<file path="config.mk">
export PLATFORM = sky130hd
export DESIGN_NAME = ubds_div
export DESIGN_NICKNAME = d
export VERILOG_FILES = /design/src/hdl/ubds_pkg.sv /design/src/hdl/ubds_div.sv
export SDC_FILE = /design/constraint.sdc
export NUM_CORES = 2
export LEC_CHECK = 0
export ABC_CLOCK_PERIOD_IN_PS = 3300
export BUFFER_PORTS_ARGS = -buffer_cell sky130_fd_sc_hd__buf_2
export CAP_MARGIN = 20
export CORE_ASPECT_RATIO = 1.5
export CORE_MARGIN = 10
export CORE_UTILIZATION = 56
export DETAILED_ROUTE_END_ITERATION = 10
export PLACE_DENSITY_LB_ADDON = 0.25
export SYNTH_ARGS = -nofsm -noshare
export SYNTH_HDL_FRONTEND = slang
export SYNTH_SLANG_ARGS = --single-unit
</file>
<file path="constraint.sdc">
create_clock -name clk -period 3.3 [get_ports clk]
set_input_delay 0.495 -clock clk [delete_from_list [all_inputs] [get_ports clk]]
set_output_delay 0.495 -clock clk [all_outputs]
set_load 0.02 [all_outputs]
</file>
<file path="src/hdl/ubds_pkg.sv">
// shared constants for the uart baud divisor select unit
// no dependencies; imported by every module of the block
`timescale 1ns / 1ps
package ubds_pkg;
	localparam int DIVISOR_BITS = 16;
	// quarter clock width, i.e. quotient width of clock/(4*baud)
	localparam int NUM_W  = 30;
	localparam int BAUD_W = 24;
	localparam int ERR_W  = 28;
	localparam int PROD_W = 58;
	localparam logic [32:0] DIV_MAX = (33'd1 << DIVISOR_BITS) - 33'd1;

	typedef enum logic [1:0] {
		ST_OK        = 2'd0,
		ST_SATURATED = 2'd1,
		ST_TOO_SLOW  = 2'd2
	} status_t;

	// quotient and remainder leaving the divider pipeline
	typedef struct packed {
		logic              valid;
		logic              zero_baud;
		logic [NUM_W-1:0]  quo;
		logic [BAUD_W-1:0] rem;
		logic [BAUD_W-1:0] baud;
		logic [1:0]        clk_lo;
	} div_res_t;
endpackage

</file>
<file path="src/hdl/ubds_div.sv">
// restoring divider pipeline: floor(clock_hz/4) / baud_rate, one bit per stage
// depends on ubds_pkg
`timescale 1ns / 1ps
module ubds_div import ubds_pkg::*; (
	input  logic              clk,
	input  logic              arst_n,
	input  logic              in_valid,
	input  logic [31:0]       clock_hz,
	input  logic [BAUD_W-1:0] baud_rate,
	output div_res_t          res
);
	logic              valid_s [NUM_W+1];
	logic              zero_s  [NUM_W+1];
	logic [NUM_W-1:0]  num_s   [NUM_W+1];
	logic [NUM_W-1:0]  quo_s   [NUM_W+1];
	logic [BAUD_W-1:0] rem_s   [NUM_W+1];
	logic [BAUD_W-1:0] den_s   [NUM_W+1];
	logic [1:0]        lo_s    [NUM_W+1];

	// stage zero is the request itself
	assign valid_s[0] = in_valid;
	assign zero_s[0]  = (baud_rate == '0);
	assign num_s[0]   = clock_hz[31:2];
	assign quo_s[0]   = '0;
	assign rem_s[0]   = '0;
	assign den_s[0]   = baud_rate;
	assign lo_s[0]    = clock_hz[1:0];

	for (genvar i = 0; i < NUM_W; i++) begin : g_stage
		logic [BAUD_W:0] trial;
		logic [BAUD_W:0] diff;
		logic            fits;
		// bring down one numerator bit and try the subtraction
		always_comb begin
			trial = {rem_s[i], num_s[i][NUM_W-1]};
			diff  = trial - {1'b0, den_s[i]};
			fits  = (trial >= {1'b0, den_s[i]});
		end
		always_ff @(posedge clk or negedge arst_n) begin
			if (!arst_n) begin
				valid_s[i+1] <= 1'b0;
			end else begin
				valid_s[i+1] <= valid_s[i];
			end
		end
		always_ff @(posedge clk) begin
			zero_s[i+1] <= zero_s[i];
			num_s[i+1]  <= {num_s[i][NUM_W-2:0], 1'b0};
			quo_s[i+1]  <= {quo_s[i][NUM_W-2:0], fits};
			rem_s[i+1]  <= fits ? diff[BAUD_W-1:0] : trial[BAUD_W-1:0];
			den_s[i+1]  <= den_s[i];
			lo_s[i+1]   <= lo_s[i];
		end
	end

	assign res.valid     = valid_s[NUM_W];
	assign res.zero_baud = zero_s[NUM_W];
	assign res.quo       = quo_s[NUM_W];
	assign res.rem       = rem_s[NUM_W];
	assign res.baud      = den_s[NUM_W];
	assign res.clk_lo    = lo_s[NUM_W];
endmodule

</file>
# Yosys cells after proc, flatten, opt, wreduce, memory -nomap -nowiden
# Cells that the tools add are included.
# classes
addsub	30
n_lt_le_gt_ge	30
mux	30
reduce_logical	1
# ops
cell	n
$ge 25x24->1	29
$mux 24	29
$sub 24x24->24	29
$ge 1x24->1	1
$logic_not 24->1	1
$sub 1x24->24	1
$mux 1	1
# totals
register_bits	2460
in_bits	59
output_inout_bits	82

# Depth between registers and ports, before layout
# depth
ltp_word	2
mapped_depth	14
depth_no_buf	12

# Least setup slack after synthesis
# No wires, ideal clock.
# synth_path
kind	register to register
from	register den_s[505] in the netlist's numbering
to	register rem_s, in the netlist g_stage[10].trial[18]
setup_ns	0.121
t_arrival_ns	2.944
required_ns	3.179
path_slack_ns	0.236
stages_incl_launch_ff	13
path_buffers	1
cell_sequence	dfxtp_1 inv_1 ha_1 nor2b_1 o31a_1 o21ai_0 o21ai_1 a211oi_2 o21ai_1 a21o_1 a211oi_2 buf_4 mux2_2
# synth_via
elab_chain_cells	2
# synth_rtl
element	line_no	source
start: declaration	ubds_div.sv:17	logic [BAUD_W-1:0] den_s [NUM_W+1];
start signal: indexed assignment	ubds_div.sv:51	den_s[i+1] <= den_s[i];
$sub 24x24->24 or $ge 25x24->1 (tied branches)	ubds_div.sv:36, ubds_div.sv:37	
$mux 24 (*)	ubds_div.sv:50	rem_s[i+1] <= fits ? diff[BAUD_W-1:0] : trial[BAUD_W-1:0];
end signal: indexed assignment	ubds_div.sv:50	
end: declaration	ubds_div.sv:16	logic [BAUD_W-1:0] rem_s [NUM_W+1];
# Every way passes the cells marked *; elsewhere a longest branch is shown, timed or not.
# A chain may end at the register's enable or synchronous reset.

# Worst setup path in the final report
# layout_path
from	register rem_s, in the netlist g_stage[10].trial[1]
to	register rem_s, in the netlist g_stage[11].trial[5]
# layout_via
elab_chain_cells	2
# layout_rtl
element	line_no
$sub 24x24->24 or $ge 25x24->1 (tied branches)	ubds_div.sv:36, ubds_div.sv:37
$mux 24 (*)	ubds_div.sv:50
# Marks and branches as above.

==> metrics.txt <==
worst hold slack=203.8 ps; largest net degree at the start of global routing=49; CP max stage cell=a2111oi_4; slew of the pin with the lowest slew margin=841.0 ps; CTS Root Cell=clkbuf_16; detailed-route via count=66860; R2R cell count=12; Site Rows=184; number of vias per cell=5.437; Core Region=167100 um2; P_leak=50.89 nW; capturing point of the worst reg2reg path=g_stage[11].trial[5]$_DFF_P_; clock-pin slew on the worst setup and hold paths=70 ps; Max IR drop VDD=0.6436 mV; synth unique cells=89; Yosys top cell by area=dfxtp_1; nets@finish=10650; H-tree levels=4; CP Capture Type=flip-flop; Tot GR Track Use=24.20%; CTS tree=built; Worst R2R Setup Slack=30 ps; TritonCTS Buffers=215; drt pass-1 iters=5; final RePlAce weighted congestion=0.9987; IO Port Bufs=140; Clock Latency Late Sink=880 ps; grt total ovfl=0; EDFF count, synth=0; Data required, critical path=4070 ps; Async SR Flop Fraction=1.220%; total nets after synthesis=10020; minimum clock period after layout=3271 ps; die area=184800 um2; syn_area_per_cell=10.17 um2; Fmax=305.8 MHz; most common flop cell mapped by yosys=dfxtp_1; synth top area cells=dfxtp_1 52%, ha_1 9.3%, a21oi_1 3.6%; status=finished, final reports clean; Setup CP Type=flip-flop to flip-flop; Synth top area share=51.80%; CP Max Fanout=8; clk sinks=2460; layout cells sized above 1=13.89%; sequential fraction of the synthesis area=52.60%; DPL Wire Length=179600 um; cell area after synthesis=93910 um2; Final setup viols=0; Worst setup SP type=flip-flop; total power=0.08975 W; vias in the first global route=69380; Die H=521.5 um; Final ANT Viol Nets=0; max incr delay on CP=460 ps; final wirelength=232900 um; clk buf depth=3; cell area after layout=109200 um2; Arrival @ worst endpoint=4040 ps; Cell Pwr Density=821.9 nW/um2; Max Cap Viol=0; Worst Skew=53.53 ps; number of placed I/O pins=141; max-slew violations=0; Yosys reg bits=2460; initial antenna violation count=6; Yosys warning count=0; Hold Path Class=input port to asynchronous set/reset pin; relative slew slack=43.34%; first-pass GRT wire length=355500 um; Util after Layout=65.33%; CP Cell Sequence=ha_4 -> nor2b_4 -> o31a_1 -> o21a_2 -> a2111oi_4 -> o41ai_2 -> or3b_4 -> a311oi_4 -> buf_12 -> buf_8 -> a211oi_2 -> a21o_1; initial DRC count=2980; Layout area overhead=16.27%; Hold Vio Cnt, Final=0; Cells after DPL=11800; Final period util=99.11%; Cell Count, Final, Fillers Out=12300; Initial Utilization=56.19%; Remaining DRCs=0; Routed WL per cell=18.93 um; Die Wd=354.4 um; R2R Path Start=g_stage[10].trial[1]$_DFF_P_; cell count after synthesis=9235; Area after DPL=100000 um2; RSZ-0062 raised after global routing=true
==> routing by layer <==
| metal | up-vias | routed length, um | track usage, % |
|---|---|---|---|
| li1 | 32930 | - | - |
| met2 | 1563 | 133200 | 50.25 |
| met5 | - | 0 | 0 |
| met3 | 858 | 6698 | 3.162 |
| met4 | 0 | 21870 | 20.38 |
| met1 | 31510 | 71060 | 19.04 |
==> kinds of logic after synthesis <==
family | Yosys count | share of synthesized area [%]
compound gates | 2227 | 14.88
xor+xnor | 545 | 5.083
fa+ha+maj | 727 | 9.918
simple gates | 1862 | 9.269
buf+inv | 1125 | 4.816
flops | 2460 | 52.60
mux | 289 | 3.429
==> state kept, by name, indices dropped and copies added (netlist names) <==
name           count
den_s            696
valid_s           29
lo_s              58
quo_s            435
res               82
zero_s            29
num_s            406
g_stage.trial    725
==> layout by cell type, fill, tap and decap left out, types with 104 or more instances in the layout <==
cell | synthesis | final
buf_2 | 27 | 140
o21ai_0 | 548 | 526
ha_1 | 698 | 691
xnor2_1 | 340 | 340
nor3_1 | 108 | 104
nand2_1 | 587 | 577
nor2_1 | 518 | 517
clkbuf_16 | 0 | 220
mux2_2 | 258 | 258
inv_1 | 889 | 888
a21oi_1 | 673 | 665
a21o_1 | 293 | 293
nand3_1 | 131 | 131
dfxtp_1 | 2430 | 2424
o21a_1 | 113 | 113
buf_4 | 65 | 401
xor2_1 | 205 | 205
==> worst max-delay path by stage <==
stage	startpoint	endpoint	depth (start not counted)
global placement	den_s[260]$_DFF_P_	g_stage[21].trial[21]$_DFF_P_	14
global route	den_s[483]$_DFF_P_	g_stage[11].trial[1]$_DFF_P_	13
detailed placement	den_s[260]$_DFF_P_	g_stage[21].trial[21]$_DFF_P_	14
floorplan	den_s[505]$_DFF_P_	g_stage[10].trial[18]$_DFF_P_	12
finish	g_stage[10].trial[1]$_DFF_P_	g_stage[11].trial[5]$_DFF_P_	12
CTS	g_stage[21].trial[0]$_DFF_P_	g_stage[22].trial[23]$_DFF_P_	14
==> final cells by class <==
class | instances | area, um2
multi-input cells | 5650 | 40660
fillers | 12990 | 57950
inverters | 892 | 3348
well taps | 2232 | 2793
repair buffers | 646 | 5190
clock buffers | 295 | 6161
clock inverters | 109 | 1597
flip-flops and latches | 2460 | 49410
diodes | 14 | 35.03
==> power breakdown <==
group          total (W)  internal, W  switching (W)
clock             0.0266       0.0152         0.0114
combinational     0.0280       0.0123         0.0157
sequential        0.0351       0.0334        0.00173
total             0.0897       0.0609         0.0288
==> cell usage after synthesis (70+ instances only) <==
cell type / count
nand3_1: 131
dfxtp_1: 2430
ha_1: 698
a21oi_1: 673
a211oi_1: 70
o21ai_0: 548
nand2_1: 587
xnor2_1: 340
inv_1: 889
xor2_1: 205
a21o_1: 293
nor2_1: 518
a31oi_1: 71
clkbuf_1: 134
mux2_2: 258
o21a_1: 113
nand2b_1: 87
nor2b_1: 100
nor3_1: 108
o21bai_1: 76
nand4_1: 95
==> per-stage QoR <==
stage | worst slack (ps) | setup TNS, ps
3_3_place_gp | -184.5 | -1832
5_1_grt | -76.59 | -681.4
6_report | 29.49 | 0
3_5_place_dp | -225.3 | -3960
2_1_floorplan | 235.6 | 0
4_1_cts | 5.687 | 0
==> worst max-delay path: cells and delay by family (launching register included) <==
kind / cells / cell delay, ps
buffers and inverters: 2 / 300
adders and majority gates: 1 / 240
DFF: 1 / 360
AOI/OAI and AO/OA: 7 / 1720
and+or+nand+nor: 2 / 560
==> what timing repair did <==
| item | in CTS | in global routing |
|---|---|---|
| endpoints found under the setup margin | 119 | 360 |
| gates resized for setup | 21 | 123 |
| buffers inserted | 2 | 20 |
| pin swaps | 6 | 30 |
| endpoints found under the hold margin | 92 | 0 |
| hold buffers | 58 | 0 |
| gates cloned | 0 | 5 |
No activity file was read; power rests on OpenSTA's default activity.
