[config.mk]
export PLATFORM = sky130hd
export DESIGN_NAME = ubds_sel
export DESIGN_NICKNAME = d
export VERILOG_FILES = /design/src/hdl/ubds_pkg.sv /design/src/hdl/ubds_sel.sv
export SDC_FILE = /design/constraint.sdc
export NUM_CORES = 2
export LEC_CHECK = 0
export BUFFER_PORTS_ARGS = -buffer_cell sky130_fd_sc_hd__buf_2
export CAP_MARGIN = 25
export CORE_MARGIN = 3
export CORE_UTILIZATION = 40
export CTS_CLUSTER_SIZE = 10
export DETAILED_ROUTE_END_ITERATION = 10
export SYNTH_ARGS = -nofsm -noshare
export SYNTH_HDL_FRONTEND = slang
export SYNTH_SLANG_ARGS = --single-unit
[constraint.sdc]
create_clock -name clk -period 23.1 [get_ports clk]
set_clock_uncertainty 0.1 [all_clocks]
set_input_delay 4.62 -clock clk [delete_from_list [all_inputs] [get_ports clk]]
set_output_delay 4.62 -clock clk [all_outputs]
set_load 0.005 [all_outputs]
[src/hdl/ubds_pkg.sv]
// shared constants for the uart baud divisor select unit
// no dependencies; imported by every module of the block
`timescale 1ns / 1ps
package ubds_pkg;
	localparam int DIVISOR_BITS = 16;
	// quarter clock width, i.e. quotient width of clock/(4*baud)
	localparam int NUM_W  = 30;
	localparam int BAUD_W = 24;
	localparam int ERR_W  = 28;
	localparam int PROD_W = 58;
	localparam logic [32:0] DIV_MAX = (33'd1 << DIVISOR_BITS) - 33'd1;

	typedef enum logic [1:0] {
		ST_OK        = 2'd0,
		ST_SATURATED = 2'd1,
		ST_TOO_SLOW  = 2'd2
	} status_t;

	// quotient and remainder leaving the divider pipeline
	typedef struct packed {
		logic              valid;
		logic              zero_baud;
		logic [NUM_W-1:0]  quo;
		logic [BAUD_W-1:0] rem;
		logic [BAUD_W-1:0] baud;
		logic [1:0]        clk_lo;
	} div_res_t;
endpackage

[src/hdl/ubds_sel.sv]
// error terms, cross multiplication and mode choice over three stages
// depends on ubds_pkg
`timescale 1ns / 1ps
module ubds_sel import ubds_pkg::*; (
	input  logic        clk,
	input  logic        arst_n,
	input  div_res_t    res,
	output logic        done,
	output logic [15:0] divisor,
	output logic        high_speed,
	output logic [1:0]  status
);
	logic               valid_s1, valid_s2;
	logic               zero_s1, zero_s2;
	logic [NUM_W-1:0]   q4_s1, q4_s2;
	logic [ERR_W-1:0]   e4_s1, e16_s1;
	logic [PROD_W-1:0]  lhs_s2, rhs_s2;
	logic [ERR_W-1:0]   e16_c;

	// x4 error is 4*rem plus the dropped clock bits; x16 adds baud*(q4 mod 4)*4
	always_comb begin
		e16_c = {2'b0, res.rem, res.clk_lo}
			+ ({4'b0, res.baud} * {26'b0, res.quo[1:0]} << 2);
	end

	always_ff @(posedge clk or negedge arst_n) begin
		if (!arst_n) begin
			valid_s1 <= 1'b0;
			valid_s2 <= 1'b0;
			done     <= 1'b0;
		end else begin
			valid_s1 <= res.valid;
			valid_s2 <= valid_s1;
			done     <= valid_s2;
		end
	end

	// stage 1: error terms
	always_ff @(posedge clk) begin
		zero_s1 <= res.zero_baud;
		q4_s1   <= res.quo;
		e4_s1   <= {2'b0, res.rem, res.clk_lo};
		e16_s1  <= e16_c;
	end

	// stage 2: 4*e4*q16 against e16*q4
	always_ff @(posedge clk) begin
		zero_s2 <= zero_s1;
		q4_s2   <= q4_s1;
		lhs_s2  <= {30'b0, e4_s1[ERR_W-3:0], 2'b0} * {30'b0, q4_s1[NUM_W-1:2]};
		rhs_s2  <= {30'b0, e16_s1} * {28'b0, q4_s1};
	end

	// stage 3: choose mode and saturate, or report too slow for a zero baud or quotient
	logic             hs_c;
	logic [NUM_W-1:0] q_c, dm1_c;
	logic [32:0]      sat_c;
	logic             is_sat_c;
	always_comb begin
		hs_c     = (q4_s2[NUM_W-1:2] == '0) || (lhs_s2 < rhs_s2);
		q_c      = hs_c ? q4_s2 : {2'b0, q4_s2[NUM_W-1:2]};
		dm1_c    = q_c - {{(NUM_W-1){1'b0}}, 1'b1};
		is_sat_c = ({3'b0, dm1_c} > DIV_MAX);
		sat_c    = is_sat_c ? DIV_MAX : {3'b0, dm1_c};
	end

	always_ff @(posedge clk) begin
		if (zero_s2 || q4_s2 == '0) begin
			divisor    <= '0;
			high_speed <= 1'b0;
			status     <= ST_TOO_SLOW;
		end else begin
			divisor    <= sat_c[15:0];
			high_speed <= hs_c;
			status     <= is_sat_c ? ST_SATURATED : ST_OK;
		end
	end
endmodule

Yosys cells after proc, flatten, opt, wreduce, memory -nomap -nowiden
Index checks and enable logic that the tools add are counted.
W data, S select, Z words.
{"block": "totals", "memories": 0, "latch_bits": 0, "input_bits": 84, "reg_bits": 250, "ram_bits": 0, "mem_bits_ro": 0, "output_inout_bits": 20}
{"block": "op_classes", "n_eq_ne": 0, "n_addsub": 2, "bitwise": 0, "reduce_logical": 4, "n_shift": 0, "mux": 3, "div": 0, "n_lt_le_gt_ge": 2, "n_mul": 3}
{"cell": "$lt A56 B58 Y1", "n": 1}
{"cell": "$mul A28 B30 Y58", "n": 1}
{"cell": "$mul A26 B28 Y54", "n": 1}
{"cell": "$gt A30 B16 Y1 const B", "n": 1}
{"cell": "$logic_not A30 Y1", "n": 1}
{"cell": "$mux W30", "n": 1}
{"cell": "$sub A30 B1 Y30 const B", "n": 1}
{"cell": "$add A26 B28 Y28", "n": 1}
{"cell": "$logic_not A28 Y1", "n": 1}
{"cell": "$mul A24 B2 Y26", "n": 1}
{"cell": "$mux W16", "n": 1}
{"cell": "$logic_or A1 B1 Y1", "n": 2}
{"cell": "$mux W1", "n": 1}

Longest topological paths before layout
{"block": "logic_depth", "ltp_word": 6, "ltp_mapped": 29, "depth_no_buf": 27}

Worst setup path before layout
No wires, ideal clock.
{"block": "synth_path", "kind": "input to register", "start": "in res[3] (netlist name)", "end": "reg e16_s1[27]", "setup_time_ns": 0.121, "t_arrival_ns": 8.645, "path_slack_ns": 14.234, "cell_stages": 18, "path_buffers": 0, "cell_sequence": "and2_1 -> ha_1 -> fa_1 -> a211oi_1 -> o21ai_0 -> a21o_1 -> a41o_1 -> o41ai_1 -> o21ai_0 -> o21a_1 -> nor2_1 -> xnor2_1 -> ha_1 -> and3_1 -> a21oi_1 -> o21ai_0 -> o41ai_1 -> mux2_2"}
{"block": "synth_between", "elab_chain_len": 2}
{"item": "start: declaration", "line": "ubds_sel.sv:7", "text": "input div_res_t res,"}
{"item": "$mul A24 B2 Y26", "line": "ubds_sel.sv:23", "text": "+ ({4'b0, res.baud} * {26'b0, res.quo[1:0]} << 2);"}
{"item": "$add A26 B28 Y28", "line": "ubds_sel.sv:23"}
{"item": "net e16_c[27]", "line": "ubds_sel.sv:18", "text": "logic [ERR_W-1:0] e16_c;"}
{"item": "end signal: assignment", "line": "ubds_sel.sv:43", "text": "e16_s1 <= e16_c;"}
{"item": "end: declaration", "line": "ubds_sel.sv:16", "text": "logic [ERR_W-1:0] e4_s1, e16_s1;"}
The timed path passes the listed nets, and every way through them passes these cells.
A chain may end at the register's enable or synchronous reset.

Final worst setup path
{"block": "layout_path", "start": "in res[50] (netlist name)", "end": "reg e16_s1[27]"}
Same word-level chain as after synthesis.

==> results.tsv <==
metric	value	unit
hpwl	119000	um
grt_max_degree	54	
root_buffer	clkbuf_16	
firstDrtPassIters	8	
ys.flop_type	dfxtp_1	
tritoncts	built	
synth_mux_area_share	0.135	%
crit_fanout	25	
crit_required	23450	ps
syn_inst	6682	
crit_chain	buf_2 -> and2_1 -> ha_1 -> fa_1 -> a211oi_1 -> o21ai_0 -> a21o_1 -> a41o_1 -> o41ai_1 -> o21ai_0 -> o21a_1 -> nor2_1 -> xnor2_1 -> ha_1 -> and3_1 -> a21oi_1 -> o21ai_0 -> o41ai_1 -> mux2_2	
grt_pass1_wl	260000	um
clk_latency	590	ps
synth_edf_count	0	
syn_avg_cell_area	9.02	um^2
viasPerCell	5.08	
fin_nets	8503	
cts.clk_slew.worst_paths	50	ps
start_util	40.5	%
end_kind	register	
ys_seq_area_share	8.26	%
vias	43600	
ctsResizeCount	0	
fin_crit_sh	39.8	%
ys_ff_latch	248	
dieArea	155000	um^2
clock-sinks	248	
post_cts_buffers	0	
routed_wl	157000	um
hold_buffers	0	
synthAdderAreaFrac	55.4	%
wl_per_cell	18.3	um
finalHoldViolations	0	
drive_gt1_share	4.48	%
startpoint_type	input pin	
placed_cells	8525	
synth_compound_area_share	5.56	%
ys_types	78	
cpMostUsedCell	o21ai_0	
synthToLayoutAreaGrowth	5.78	%
cp_top_family	compound AO/OA/AOI/OAI gates	
drv_cap	0	
synthSimpleGateAreaFrac	16.5	%
slew_viol_final	0	
synth_nets	8624	
yosys.area.top_type	fa_1	
slowest_stage	o41ai_1	
cp_slowest_stage_delay	550	ps
synth_warnings	0	
rsz0062_at_grt	no	
cts_made_buffers	34	
synthArstFlopShare	1.21	%
fp.dieW	394	um
fin_util	42.9	%
syn_area	60300	um^2
final_cells	8582	
finalCriticalPeriod	9200	ps
grt_overflow_total	0	
outcome	finished clean	
portBuffers	103	
drt_iter0_markers	2392	
ioPinCount	104	
clockBufferDepth	3	
gr-usage-all-layers	21.0	%
die_y	394	um
slew_headroom	36.6	%
max_clock_freq	109	MHz
worstSetupPathType	input pin to register	
arrival	9550	ps
synth_top_area_share	44.8	%
rows	141	
drc_errors	0	
place.gp.congestion	0.897	
synth_top_family_by_area	adder cells	
grt_pass1_vias	47800	
tightest_slew	951	ps
setup_viol	0	
worst_hold_path_type	register to register	
ant_nets	0	
core_region_area	149000	um^2
antenna_found_initial	2	
final.setup.tns	0	ps
synth-xor-area-share	2.16	%
htree_levels	2	
netlist_top_cells_area	fa_1 (45%), ha_1 (11%), inv_1 (9.9%)	
critPathBufInv	1	
==> layer usage <==
layer	vias up	share of wire, %	wire length, um	GRT usage (%)
met5	-	0	0	0
met4	0	3.9	6190	7.37
met3	268	5.3	8260	2.87
met2	1184	50	78600	36.5
met1	22800	41	64100	26.8
li1	19400	-	-	-
==> worst register-to-register path, cell delays in order (launching register included) <==
cell and delay [ps]:
dfxtp_2 650, buf_4 570, nand2_1 240, fa_1 560, inv_1 50, fa_1 430
fa_1 490, inv_1 50, fa_1 560, inv_1 70, fa_1 490, fa_1 560
inv_1 50, fa_1 470, inv_1 40, ha_1 350, and3_1 250, nand4_1 180
or4_1 540, o22ai_1 470, o31ai_1 210, or2_2 420, o31a_1 370, o211ai_1 260
a31o_2 200, a21oi_1 70, xnor2_1 130
==> through the flow <==
stage	area, um^2	hold slack [ps]	setup slack, ps
floorplan	60300	210	14230
global placement	62700	211	13310
detailed placement	62700	215	13390
CTS	63700	225	13950
global route	63800	231	13360
finish	63800	227	13900
==> cell usage in the layout (no fill, tap or decap), types with 19 or more instances in the layout <==
master / n
inv_1: 1591
dfxtp_1: 210
dfxtp_2: 31
nand4_1: 19
buf_4: 75
nor3_1: 43
a211oi_1: 25
fa_1: 1350
nor2_1: 128
and2_1: 807
nand2_1: 851
a31oi_1: 24
xor2_1: 39
ha_1: 508
o21ai_0: 68
o21bai_1: 22
buf_2: 104
nand3_1: 43
a21o_1: 75
o21a_1: 27
xnor2_1: 110
clkbuf_16: 35
a21oi_1: 158
==> area by class of cell <==
cell class | count | area (um^2)
clock buffer | 44 | 940
inverter | 1591 | 5970
fill | 14700 | 84900
timing repair buffer | 182 | 1130
clock inverter | 9 | 125
tap | 2002 | 2500
antenna | 2 | 5.00
multi-input combinational | 4504 | 48100
sequential | 248 | 5030
==> cell usage after synthesis, types with 39 or more instances <==
cell type,number
o21ai_0,68
fa_1,1350
nor3_1,43
a21oi_1,158
xor2_1,39
nand3_1,43
nand2_1,851
inv_1,1591
and2_1,807
ha_1,508
nor2_1,129
clkbuf_1,326
dfxtp_1,245
xnor2_1,110
a21o_1,75
==> cell families (layout without fill, tap and decap cells) <==
| group | Yosys count | after routing |
|---|---|---|
| XOR/XNOR | 149 | 149 |
| AND/OR/NAND/NOR | 1983 | 1983 |
| multiplexers | 8 | 8 |
| other | 0 | 2 |
| AO/OA/AOI/OAI | 506 | 506 |
| flip-flops | 248 | 248 |
| adder cells (fa/ha/maj) | 1858 | 1858 |
| buffers and inverters | 1930 | 1826 |
==> sequential cells by signal, indices dropped and copies added, names as in the netlist <==
name,cells
e16_s1,28
q4_s1,30
high_speed,1
valid_s1,1
done,1
status,2
lhs_s2,54
rhs_s2,58
e4_s1,24
valid_s2,1
q4_s2,30
divisor,16
zero_s1,1
zero_s2,1
==> final timing paths <==
path | from | endpoint | slack, ps | cells after the start
max in group asynchronous | arst_n | done$_DFF_PN0_ | 19050 | 1
worst min-delay path | zero_s1$_DFF_P_ | zero_s2$_DFF_P_ | 230 | 0
worst max-delay path | res[50] | e16_s1[27]$_DFF_P_ | 13900 | 19
worst max register to register | q4_s1[12]$_DFF_P_ | rhs_s2[56]$_DFF_P_ | 14170 | 26
min in group asynchronous | arst_n | valid_s1$_DFF_PN0_ | 3750 | 1
worst min register to register | zero_s1$_DFF_P_ | zero_s2$_DFF_P_ | 230 | 0
Power is left out: the tool's default activity adds up to more than one toggle a clock period on the data nets, which glitch-free logic cannot reach.
